<file path="src/design/tsp_pkg.sv">
`timescale 1ns / 1ps
`default_nettype none
// Shared types, codes and constants of the TGA stream pixel parser.
// Depends on nothing; every other design file imports it.
package tsp_pkg;

    localparam int HEADER_BYTES = 18;
    localparam int FIFO_DEPTH   = 4;

    localparam logic [1:0] KIND_HEADER = 2'd0;
    localparam logic [1:0] KIND_PIXEL  = 2'd1;
    localparam logic [1:0] KIND_ERROR  = 2'd2;

    localparam logic [2:0] ST_OK        = 3'd0;
    localparam logic [2:0] ST_NO_DATA   = 3'd1;
    localparam logic [2:0] ST_COLORMAP  = 3'd2;
    localparam logic [2:0] ST_GREY      = 3'd3;
    localparam logic [2:0] ST_RLE       = 3'd4;
    localparam logic [2:0] ST_UNDEFINED = 3'd5;
    localparam logic [2:0] ST_BAD_DEPTH = 3'd6;
    localparam logic [2:0] ST_SHORT     = 3'd7;

    localparam logic [7:0] TYPE_NONE      = 8'd0;
    localparam logic [7:0] TYPE_CMAP      = 8'd1;
    localparam logic [7:0] TYPE_TRUECOLOR = 8'd2;
    localparam logic [7:0] TYPE_GREY      = 8'd3;
    localparam logic [7:0] TYPE_RLE_CMAP  = 8'd9;
    localparam logic [7:0] TYPE_RLE_TRUE  = 8'd10;
    localparam logic [7:0] TYPE_RLE_GREY  = 8'd11;

    localparam logic [7:0] DEPTH_24 = 8'd24;
    localparam logic [7:0] DEPTH_32 = 8'd32;

    localparam logic [4:0] HB_IDLEN    = 5'd0;
    localparam logic [4:0] HB_TYPE     = 5'd2;
    localparam logic [4:0] HB_CMLEN_LO = 5'd5;
    localparam logic [4:0] HB_CMLEN_HI = 5'd6;
    localparam logic [4:0] HB_CMENT    = 5'd7;
    localparam logic [4:0] HB_XO_LO    = 5'd8;
    localparam logic [4:0] HB_XO_HI    = 5'd9;
    localparam logic [4:0] HB_YO_LO    = 5'd10;
    localparam logic [4:0] HB_YO_HI    = 5'd11;
    localparam logic [4:0] HB_W_LO     = 5'd12;
    localparam logic [4:0] HB_W_HI     = 5'd13;
    localparam logic [4:0] HB_H_LO     = 5'd14;
    localparam logic [4:0] HB_H_HI     = 5'd15;
    localparam logic [4:0] HB_DEPTH    = 5'd16;
    localparam logic [4:0] HB_LAST     = 5'(HEADER_BYTES - 1);

    typedef struct packed {
        logic [7:0] data_byte;
        logic       end_of_file;
    } t_item;

    typedef struct packed {
        logic [1:0]  kind;
        logic [7:0]  red;
        logic [7:0]  green;
        logic [7:0]  blue;
        logic [7:0]  alpha;
        logic [15:0] image_width;
        logic [15:0] image_height;
        logic [15:0] x_origin;
        logic [15:0] y_origin;
        logic [7:0]  pixel_depth;
        logic [7:0]  descriptor;
        logic [2:0]  status;
    } t_result;

    typedef struct packed {
        logic    valid;
        t_result res;
    } t_event;

    function automatic logic [2:0] classify(input logic [7:0] img_type,
                                            input logic [7:0] depth);
        logic [2:0] st;
        unique case (img_type) inside
            TYPE_NONE:      st = ST_NO_DATA;
            TYPE_CMAP:      st = ST_COLORMAP;
            TYPE_TRUECOLOR: st = (depth == DEPTH_24 || depth == DEPTH_32) ? ST_OK
                                                                          : ST_BAD_DEPTH;
            TYPE_GREY:      st = ST_GREY;
            TYPE_RLE_CMAP, TYPE_RLE_TRUE, TYPE_RLE_GREY: st = ST_RLE;
            default:        st = ST_UNDEFINED;
        endcase
        return st;
    endfunction

endpackage
`default_nettype wire

</file>
<file path="src/design/tsp_front.sv">
`timescale 1ns / 1ps
`default_nettype none
// Front end: header decode, skip of ID and color map, grouping of pixel bytes.
// Emits at most one result event per accepted byte. Depends on tsp_pkg.
module tsp_front
    import tsp_pkg::*;
(
    input  wire logic   i_clk,
    input  wire logic   i_rst_n,
    input  wire logic   i_accept,
    input  wire t_item  i_item,
    output t_event      o_event
);

    typedef enum logic [3:0] {
        PH_HEADER = 4'b0001,
        PH_SKIP   = 4'b0010,
        PH_PIXELS = 4'b0100,
        PH_DONE   = 4'b1000
    } t_phase;

    t_phase      r_phase, n_phase;
    logic [4:0]  r_hidx, n_hidx;
    logic [1:0]  r_chan, n_chan;
    logic [21:0] r_skip, n_skip;
    logic [31:0] r_pix_left, n_pix_left;
    logic [23:0] r_part, n_part;
    logic        r_bpp4, n_bpp4;

    logic [7:0]  r_idlen, r_type, r_cment, r_depth;
    logic [15:0] r_cmlen, r_xo, r_yo, r_w, r_h;

    logic [8:0]  w_cment_sum;
    logic [5:0]  w_units;
    logic [21:0] w_map, w_skip;
    logic [31:0] w_prod;
    logic [2:0]  w_status, w_hdr_st;
    logic        w_pix_nz, w_pix_done;
    logic [23:0] w_part;
    logic [7:0]  w_byte;
    logic        w_eof;

    assign w_byte      = i_item.data_byte;
    assign w_eof       = i_item.end_of_file;
    assign w_cment_sum = {1'b0, r_cment} + 9'd7;
    assign w_units     = w_cment_sum[8:3];
    assign w_map       = {6'b0, r_cmlen} * {16'b0, w_units};
    assign w_skip      = {14'b0, r_idlen} + w_map;
    assign w_prod      = {16'b0, r_w} * {16'b0, r_h};
    assign w_pix_nz    = (r_w != 16'd0) && (r_h != 16'd0);
    assign w_status    = classify(r_type, r_depth);
    assign w_hdr_st    = (w_status == ST_OK && w_pix_nz && w_eof) ? ST_SHORT : w_status;
    assign w_pix_done  = r_bpp4 ? (r_chan == 2'd3) : (r_chan == 2'd2);

    always_comb begin
        w_part = r_part;
        case (r_chan)
            2'd0:    w_part[7:0]   = w_byte;
            2'd1:    w_part[15:8]  = w_byte;
            2'd2:    w_part[23:16] = w_byte;
            default: w_part        = r_part;
        endcase
    end

    always_comb begin
        n_phase    = r_phase;
        n_hidx     = r_hidx;
        n_chan     = r_chan;
        n_skip     = r_skip;
        n_pix_left = r_pix_left;
        n_part     = r_part;
        n_bpp4     = r_bpp4;
        o_event    = '0;
        if (i_accept) begin
            unique case (r_phase)
                PH_HEADER: begin
                    n_hidx = r_hidx + 5'd1;
                    if (r_hidx == HB_LAST) begin
                        o_event.valid            = 1'b1;
                        o_event.res.kind         = KIND_HEADER;
                        o_event.res.image_width  = r_w;
                        o_event.res.image_height = r_h;
                        o_event.res.x_origin     = r_xo;
                        o_event.res.y_origin     = r_yo;
                        o_event.res.pixel_depth  = r_depth;
                        o_event.res.descriptor   = w_byte;
                        o_event.res.status       = w_hdr_st;
                        n_bpp4                   = (r_depth == DEPTH_32);
                        n_pix_left               = w_prod;
                        n_skip                   = w_skip;
                        n_phase                  = PH_DONE;
                        if (w_status == ST_OK && w_pix_nz) begin
                            n_phase = (w_skip != 22'd0) ? PH_SKIP : PH_PIXELS;
                        end
                    end else if (w_eof) begin
                        o_event.valid      = 1'b1;
                        o_event.res.kind   = KIND_ERROR;
                        o_event.res.status = ST_SHORT;
                    end
                end
                PH_SKIP: begin
                    n_skip = r_skip - 22'd1;
                    if (r_skip == 22'd1) begin
                        n_phase = PH_PIXELS;
                    end
                    if (w_eof) begin
                        o_event.valid      = 1'b1;
                        o_event.res.kind   = KIND_ERROR;
                        o_event.res.status = ST_SHORT;
                    end
                end
                PH_PIXELS: begin
                    n_part = w_part;
                    n_chan = r_chan + 2'd1;
                    if (w_pix_done) begin
                        o_event.valid     = 1'b1;
                        o_event.res.kind  = KIND_PIXEL;
                        o_event.res.blue  = w_part[7:0];
                        o_event.res.green = w_part[15:8];
                        o_event.res.red   = w_part[23:16];
                        o_event.res.alpha = r_bpp4 ? w_byte : 8'hFF;
                        n_chan            = 2'd0;
                        n_pix_left        = r_pix_left - 32'd1;
                        if (r_pix_left == 32'd1) begin
                            n_phase = PH_DONE;
                        end
                    end else if (w_eof) begin
                        o_event.valid      = 1'b1;
                        o_event.res.kind   = KIND_ERROR;
                        o_event.res.status = ST_SHORT;
                    end
                end
                PH_DONE: begin
                    n_phase = PH_DONE;
                end
                default: begin
                    n_phase = PH_HEADER;
                end
            endcase
            if (w_eof) begin
                n_phase = PH_HEADER;
                n_hidx  = 5'd0;
                n_chan  = 2'd0;
            end
        end
    end

    always_ff @(posedge i_clk) begin
        if (!i_rst_n) begin
            r_phase <= PH_HEADER;
            r_hidx  <= 5'd0;
            r_chan  <= 2'd0;
        end else begin
            r_phase <= n_phase;
            r_hidx  <= n_hidx;
            r_chan  <= n_chan;
        end
    end

    always_ff @(posedge i_clk) begin
        r_skip     <= n_skip;
        r_pix_left <= n_pix_left;
        r_part     <= n_part;
        r_bpp4     <= n_bpp4;
    end

    always_ff @(posedge i_clk) begin
        if (i_accept && r_phase == PH_HEADER) begin
            unique case (r_hidx)
                HB_IDLEN:    r_idlen       <= w_byte;
                HB_TYPE:     r_type        <= w_byte;
                HB_CMLEN_LO: r_cmlen[7:0]  <= w_byte;
                HB_CMLEN_HI: r_cmlen[15:8] <= w_byte;
                HB_CMENT:    r_cment       <= w_byte;
                HB_XO_LO:    r_xo[7:0]     <= w_byte;
                HB_XO_HI:    r_xo[15:8]    <= w_byte;
                HB_YO_LO:    r_yo[7:0]     <= w_byte;
                HB_YO_HI:    r_yo[15:8]    <= w_byte;
                HB_W_LO:     r_w[7:0]      <= w_byte;
                HB_W_HI:     r_w[15:8]     <= w_byte;
                HB_H_LO:     r_h[7:0]      <= w_byte;
                HB_H_HI:     r_h[15:8]     <= w_byte;
                HB_DEPTH:    r_depth       <= w_byte;
                default:     r_idlen       <= r_idlen;
            endcase
        end
    end

endmodule
`default_nettype wire

</file>
<file path="src/design/tsp_fifo.sv">
`timescale 1ns / 1ps
`default_nettype none
// Result queue between the parser front end and the output ports.
// Holds FIFO_DEPTH results; depends on tsp_pkg.
module tsp_fifo
    import tsp_pkg::*;
(
    input  wire logic    i_clk,
    input  wire logic    i_rst_n,
    input  wire logic    i_wr,
    input  wire t_result i_wdata,
    input  wire logic    i_rd,
    output t_result      o_rdata,
    output logic         o_empty,
    output logic         o_full
);

    localparam int AW = $clog2(FIFO_DEPTH);
    localparam int CW = $clog2(FIFO_DEPTH + 1);

    t_result         r_mem [FIFO_DEPTH];
    logic [AW-1:0]   r_wp, n_wp;
    logic [AW-1:0]   r_rp, n_rp;
    logic [CW-1:0]   r_cnt, n_cnt;
    logic            w_rd;

    assign o_empty = (r_cnt == '0);
    assign o_full  = (r_cnt == CW'(FIFO_DEPTH));
    assign o_rdata = r_mem[r_rp];
    assign w_rd    = i_rd && !o_empty;

    always_comb begin
        n_wp  = i_wr ? r_wp + AW'(1) : r_wp;
        n_rp  = w_rd ? r_rp + AW'(1) : r_rp;
        n_cnt = r_cnt + CW'(i_wr) - CW'(w_rd);
    end

    always_ff @(posedge i_clk) begin
        if (!i_rst_n) begin
            r_wp  <= '0;
            r_rp  <= '0;
            r_cnt <= '0;
        end else begin
            r_wp  <= n_wp;
            r_rp  <= n_rp;
            r_cnt <= n_cnt;
        end
    end

    always_ff @(posedge i_clk) begin
        if (i_wr) begin
            r_mem[r_wp] <= i_wdata;
        end
    end

endmodule
`default_nettype wire

</file>
<file path="src/design/tga_stream_pixel_parser_core.sv">
`timescale 1ns / 1ps
`default_nettype none
// Top level of the TGA stream pixel parser: front end plus result queue.
// Each result is registered into the result queue and shows on the output at its head.
// Throughput: one byte per cycle while full is low; the header's size products are
// formed in the cycle of the last header byte, so no stall follows the header.
// full rises only when the four-entry result queue is full.
// Reset: synchronous; clears the parser state and empties the queue at once.
module tga_stream_pixel_parser_core
    import tsp_pkg::*;
(
    input  wire logic    i_clk,
    input  wire logic    i_rst_n,
    input  wire logic    push,
    output logic         full,
    input  wire t_item   i_item,
    output logic         empty,
    input  wire logic    pop,
    output t_result      o_result
);

    t_event w_event;
    logic   w_accept;

    assign w_accept = push && !full;

    tsp_front u_front (
        .i_clk   (i_clk),
        .i_rst_n (i_rst_n),
        .i_accept(w_accept),
        .i_item  (i_item),
        .o_event (w_event)
    );

    tsp_fifo u_fifo (
        .i_clk   (i_clk),
        .i_rst_n (i_rst_n),
        .i_wr    (w_event.valid),
        .i_wdata (w_event.res),
        .i_rd    (pop),
        .o_rdata (o_result),
        .o_empty (empty),
        .o_full  (full)
    );

endmodule
`default_nettype wire

</file>
<file path="config.mk">
export PLATFORM = sky130hd
export DESIGN_NAME = tga_stream_pixel_parser_core
export DESIGN_NICKNAME = d
export VERILOG_FILES = /design/src/design/tsp_pkg.sv /design/src/design/tsp_front.sv /design/src/design/tsp_fifo.sv /design/src/design/tga_stream_pixel_parser_core.sv
export SDC_FILE = /design/constraint.sdc
export NUM_CORES = 2
export LEC_CHECK = 0
export ABC_AREA = 1
export BUFFER_PORTS_ARGS = -buffer_cell sky130_fd_sc_hd__buf_2
export CAP_MARGIN = 25
export CORE_MARGIN = 2
export CORE_UTILIZATION = 51
export CTS_CLUSTER_SIZE = 14
export DETAILED_ROUTE_END_ITERATION = 12
export PLACE_DENSITY = 0.71
export SYNTH_ARGS = -nofsm -noshare
export SYNTH_HDL_FRONTEND = slang
export SYNTH_SLANG_ARGS = --single-unit
</file>
<file path="constraint.sdc">
create_clock -name i_clk -period 11.8 [get_ports i_clk]
set_clock_uncertainty 0.15 [all_clocks]
set_input_delay 1.77 -clock i_clk [delete_from_list [all_inputs] [get_ports i_clk]]
set_output_delay 1.77 -clock i_clk [all_outputs]
set_load 0.02 [all_outputs]
</file>
# Word-level counts from Yosys, hierarchy flattened
# Memories as Yosys holds them, arrays and structs flattened. A register that Yosys moved wholly into a read port is not among the register bits.
# Index checks and enable logic that the tools add are counted.
# op_classes
shifts	0
mux	43
div	0
eq_ne	38
n_reduce_logical	43
magnitude_cmp	0
n_addsub	10
multipliers	2
bitwise	0
# op_table
op	count
80-bit 2-to-1 mux	2
32-bit 2-to-1 mux	4
118-bit 2-to-1 mux	1
32-bit case mux with 2 select lines	1
22-bit case mux with 2 select lines	1
5-bit by 4-bit == test with 1-bit output (second input constant)	8
2-bit AND reduction	17
32-bit by 1-bit == test with 1-bit output (second input constant)	1
16-bit by 16-bit multiplier with 32-bit output	1
8-bit 2-to-1 mux	4
16-bit nonzero test	2
32-bit by 1-bit subtractor with 32-bit output (second input constant)	1
3-bit 2-to-1 mux	9
8-bit by 4-bit == test with 1-bit output (second input constant)	3
4-bit 2-to-1 mux	6
8-bit by 22-bit adder with 22-bit output	1
22-bit by 1-bit == test with 1-bit output (second input constant)	1
16-bit by 6-bit multiplier with 22-bit output	1
22-bit 2-to-1 mux	1
22-bit nonzero test	1
22-bit by 1-bit subtractor with 22-bit output (second input constant)	1
3-bit case mux with 3 select lines	2
8-bit by 2-bit == test with 1-bit output (second input constant)	2
4-bit case mux with 4 select lines	1
36 further kinds	64
# totals
latchBits	0
wordCells	161
memories	1
out_inout_bits	119
inputBits	13
rom_bits	0
register_bits	209
ramBits	468
# mem_list
name	words	width	read_ports	rd_clocked_by_memory_dff	wr	line	source
u_fifo.r_mem	4	117	1	1	1	tsp_fifo.sv:21	t_result r_mem [FIFO_DEPTH];

# Logic depth before layout (Yosys ltp)
# depth
word_depth	13
mapped_depth	34
ltp_nobuf	33

# Cells and area by module
# Synthesis repeated with hierarchy kept, for this count alone.
# hier_totals
cells_unflattened	3942
area_unflattened_um2	39944.6
# modules_own_cells
mod	seq_area_each_um2	area_each_um2	cells_each	n_inst
tsp_front	5955.7	22152.5	2746	1
tsp_fifo	14233.7	17782.1	1194	1
tga_stream_pixel_parser_core	0.0	10.0	2	1

# Worst setup path before layout
# OpenSTA, ideal clock, no wires.
# synth_timing
path_type	input -> register
start	input port i_item[0] in the netlist's numbering
end	memory u_fifo.r_mem[0][0] in the netlist's numbering (enable)
n_path_buf	0
t_required_ps	11055
path_slack_ps	3906
arrival_time_ps	7149
setup_ps	595
stages	6
path_cell_list	inv_1 nand2_1 nand2_1 o211ai_1 nand2_1 nor2_1
# synth_between
elab_chain_cells	6
elab_cells_between_ends	7
classes_between	mux: 7
# synth_rtl
element	line	source
from (decl)	tga_stream_pixel_parser_core.sv:16	input wire t_item i_item,
3-bit 2-to-1 mux *	tsp_front.sv:95, tsp_front.sv:106, tsp_front.sv:127	
3-bit 2-to-1 mux (on tied branches)	tsp_front.sv:115, tsp_front.sv:78	
3-bit case mux with 3 select lines *	tsp_front.sv:75	unique case (r_phase)
118-bit 2-to-1 mux *	tsp_front.sv:74	if (i_accept) begin
1-bit 2-to-1 mux *	tsp_fifo.sv:51	if (i_wr) begin
1-bit 2-to-1 mux (not written as such) *	tsp_fifo.sv:52	r_mem[r_wp] <= i_wdata;
to (decl)	tsp_fifo.sv:21	
# Every way passes the cells marked *; elsewhere a longest branch is shown, timed or not.

# Worst setup path in the final report
# layout_timing
start	register u_front.r_w[11]
end	register u_front.r_pix_left[21], data pin
# layout_between
elab_chain_cells	3
# layout_rtl
element	line	source
from (decl)	tsp_front.sv:31	logic [15:0] r_cmlen, r_xo, r_yo, r_w, r_h;
from (signal assigned)	tsp_front.sv:180	HB_W_HI: r_w[15:8] <= w_byte;
16-bit by 16-bit multiplier with 32-bit output	tsp_front.sv:49	assign w_prod = {16'b0, r_w} * {16'b0, r_h};
32-bit 2-to-1 mux	tsp_front.sv:78	if (r_hidx == HB_LAST) begin
32-bit case mux with 2 select lines	tsp_front.sv:75	
to (signal assigned)	tsp_front.sv:162	r_pix_left <= n_pix_left;
to (decl)	tsp_front.sv:26	logic [31:0] r_pix_left, n_pix_left;
# No other way between the ends. The select of a mux whose other input is x is not followed.
# A chain may end at the register's enable or synchronous reset.

==> results.txt <==
----------------------------------------------------
[Status]
  Result of the run ... finished clean

[Clock tree]
  Cell at the root of the clock tree ... clkbuf_16
  Cts bufs inserted ... 73
  Clock insertion delay at the later pin of the skew report ... 0.63 ns
  Buffers from clock root to sink, at most ... 3
  Max H-tree Level ... 3
  Clock transition at the register clock pins on the worst setup and hold paths after CTS ... roughly 0.07 ns
  CTS tree ... yes
  # clock sinks ... 679
  Post-cts sizing count ... 0
  Count of buffers added by post-CTS timing repair for setup ... 0
  Cts hold-fix bufs ... 0

[Power and ir drop]
  Internal power summed over all cells ... around 4.3 mW
  Net Sw Power ... around 1.9 mW
  Peak VDD IR ... roughly 120 uV
  Pleak ... roughly 19 nW
  Pwr dens ... 143 nW/um2
  Switching portion of total power ... between 30 and 40%
  Part of the total power dissipated in combinational logic ... approximately 20%
  Clk pwr share ... 35.4%
  Portion of total power attributed to sequential cells ... 45.0%

[Setup path]
  Kind of end point of the critical path ... register
  Kind of start point of the critical path ... register
  Required time of the critical path ... roughly 12 ns
  Crit path DAT ... just under 7 ns
  Maximum net fanout on the critical path ... 18
  Crit Path Class ... register to register

[STA]
  Min cycle time layout ... 6.61 ns
  Rel. slew slack ... between 20 and 30%
  Count of pins over their slew limit ... 0
  Final worst-path setup slack ... between 5 and 6 ns
  Slew at the pin with the worst max-slew slack ... 1.05 ns
  Post-Route Setup TNS ... 0 ns
  Count of endpoints failing setup in the final report ... 0
  Final Hold Viols ... 0
  Peak clock frequency supported by timing ... ~0.15 GHz
  Final critical-path share of the clock period ... 56.0%
  RSZ-0062 raised after global routing ... false

[Drt]
  Final Routed Wirelength ... 95000 um
  Average wire length per cell after detail routing ... around 18 um
  DRT Pass-1 Iters ... 6
  Remaining antenna violation count after routing ... 0
  Number of vias in the routed layout ... approximately 28000
  Number of design rule violations left after detail routing ... 0
  DR vias/cell ... 5.42
  Initial detailed-routing violation count ... 2679

[Global route]
  Antenna violations before repair ... 3
  Pin count of the biggest net entering global routing ... 134
  All-layer global routing usage ... 23.9%
  Global-route wire length before repair ... between 150000 and 200000 um
  Most Crowded Layer GR ... met2
  M3 GR Usage ... 3.77%
  Remaining global-route overflow ... 0
  Met1 demand-to-capacity share in global routing ... between 30% and 40%
  Met2 track utilization from global routing ... roughly 40%
  Via count of the first global-routing pass ... 28100

[Floorplan]
  Die extent in y ... roughly 280 um
  Number of placed I/O pins ... approximately 130
  Initial core utilization ... roughly half
  Number of standard-cell rows in the floorplan ... between 100 and 150
  Horizontal extent of the die ... approximately 280 um
  Die footprint ... around 80000 um2
  Floorplan core area ... approximately 77000 um2

[Place]
  Post-placement cell count ... 5024
  Port bufs ... about 130
  Placed inst area ... ~42000 um2
  Post-Place Worst Slack ... 5.30 ns
  Final RePlAce weighted congestion ... 0.883
  Detailed Place HPWL ... between 60000 and 70000 um

[Cells and area]
  Final instance area ... approximately 44000 um2
  NumNets Final ... 4501
  Fraction of final layout cells with drive strength greater than 1 ... under 10%
  Area growth, synth to finish ... 9.66%
  Layout Utilization ... a little under three fifths
  Final std cells w/o fill ... between 5000 and 6000

[Min path]
  Class of the tightest hold or removal check ... register to register

[Logic synthesis]
  Commonest register cell after synthesis ... edfxtp_1
  Yosys cell types ... 53
  Async set-or-reset flop fraction in the synthesized netlist ... 0%
  Post-Synthesis Net Count ... 4439
  Top cells by area in the synthesized netlist ... edfxtp_1 (50%), fa_1 (13%), nand2_1 (6.7%)
  Avg Inst Size Synth ... between 9 and 10 um2
  Number of storage elements in the synthesis netlist ... 679
  Top-area cell type share of the netlist area ... 49.5%
  Synth warn ... 0
  Top cell type by total area after synthesis ... edfxtp_1
  Number of instances in the synthesized netlist ... about 4000
  Combined area of all synthesized cells ... between 30000 and 40000 um2
  Register area share after synthesis ... between 50% and 60%
  Number of flops mapped to enable cells by yosys ... around 660

[Job]
  Max-cap violation count ... 0

----------------------------------------------------
## final timing paths
check	startpoint	endpoint	slack, ns	cells past startpoint
max	u_front.r_w[11]$_DFFE_PP_	u_front.r_pix_left[21]$_DFFE_PP_	5.19	19
min	u_fifo.r_rp[1]$_SDFFE_PN0P_	register	0.32	2
max reg2reg	u_front.r_w[11]$_DFFE_PP_	u_front.r_pix_left[21]$_DFFE_PP_	5.19	19
min reg2reg	u_fifo.r_rp[1]$_SDFFE_PN0P_	register	0.32	2
## layer usage
layer	wire [um]	part of all wire (%)	vias up
met5	29	0.031	-
met4	1890	2.0	4
met3	7060	7.4	145
met2	45900	48	958
met1	40200	42	13700
li1	-	-	13200
## final cells by class
cell class                 instances  area [um2]
antenna                            2        5.00
clock buffer                      88        1900
clock inverter                    43         390
fill                            6471       33700
inverter                         656        2470
multi-input combinational       2494       16700
sequential                       679       20200
tap                             1040        1300
timing repair buffer             156         853
## critical path, cell delays in order (launching register included)
cell	delay [ns]
edfxtp_1	0.96
nand2_1	0.19
fa_1	0.59
inv_1	0.06
fa_1	0.56
fa_1	0.45
fa_1	0.57
inv_1	0.06
fa_1	0.49
inv_1	0.05
fa_1	0.44
ha_1	0.36
inv_1	0.09
o21ai_0	0.21
nor2_1	0.10
o21ai_0	0.35
a21oi_1	0.13
o21bai_1	0.18
xor2_1	0.23
o21ai_1	0.09
## cell usage after synthesis, types with 6 or more instances
library cell and count:
o21bai_1 6, xnor2_1 10, nand2_1 716, edfxtp_1 659, nand4_1 29, a21o_1 6
nor3_1 28, inv_2 8, nand3_1 85, clkbuf_1 159, ha_1 171, inv_1 647
a21oi_1 117, o21ai_0 303, o22ai_1 119, buf_2 10, nand3b_1 6, dfxtp_1 20
o21ai_1 10, nor2_2 8, nor2_1 525, a31oi_1 15, fa_1 257, xor2_1 22
or2_2 10
## logic make-up (layout without fill, tap and decap cells)
logic type | after synthesis | in the layout | share of synthesized area [%]
other | 0 | 2 | 0
adder cells (fa/ha/maj) | 428 | 428 | 18.2
buffers and inverters | 825 | 943 | 7.78
AND/OR/NAND/NOR | 1437 | 1437 | 14.6
flip-flops | 679 | 679 | 50.5
AO/OA/AOI/OAI | 596 | 596 | 8.11
XOR/XNOR | 33 | 33 | 0.742
## stage by stage
step / total power, mW / hold slack (ns)
6_report: 6.26 / 0.315
5_1_grt: 6.51 / 0.364
4_1_cts: 6.31 / 0.318
3_5_place_dp: 4.09 / 0.303
3_3_place_gp: 4.07 / 0.290
2_1_floorplan: 3.66 / 0.286
## registers in the layout, indices dropped and copies added (netlist names), 5 cells and up, named ones only
name	count
u_front.r_cment	8
u_fifo.r_mem	468
u_front.r_pix_left	32
u_front.r_h	16
u_front.r_hidx	5
u_front.r_xo	16
u_front.r_w	16
u_front.r_type	8
u_front.r_depth	8
u_front.r_cmlen	16
u_front.r_idlen	8
u_front.r_part	24
u_front.r_skip	22
u_front.r_yo	16
## power groups by stage
stage                     Sequential, mW  Clock, mW  Combinational (mW)
after CTS                           2.81       2.26                1.23
after global placement              2.86          0                1.21
after detailed placement            2.86          0                1.23
after floorplan                     2.85          0               0.808
after global routing                2.83       2.35                1.34
final                               2.81       2.22                1.23
## cells in the final DEF (no fill, tap or decap), drive strengths merged, types with 88 or more instances in the layout
cell type | Yosys | final
clkbuf | 159 | 88
a21oi | 118 | 118
o21ai | 316 | 316
inv | 655 | 664
ha | 171 | 171
nand3 | 88 | 88
nand2 | 719 | 719
edfxtp | 659 | 659
buf | 10 | 156
o22ai | 119 | 119
nor2 | 537 | 537
fa | 257 | 257
(Power assumes the default switching activity.)
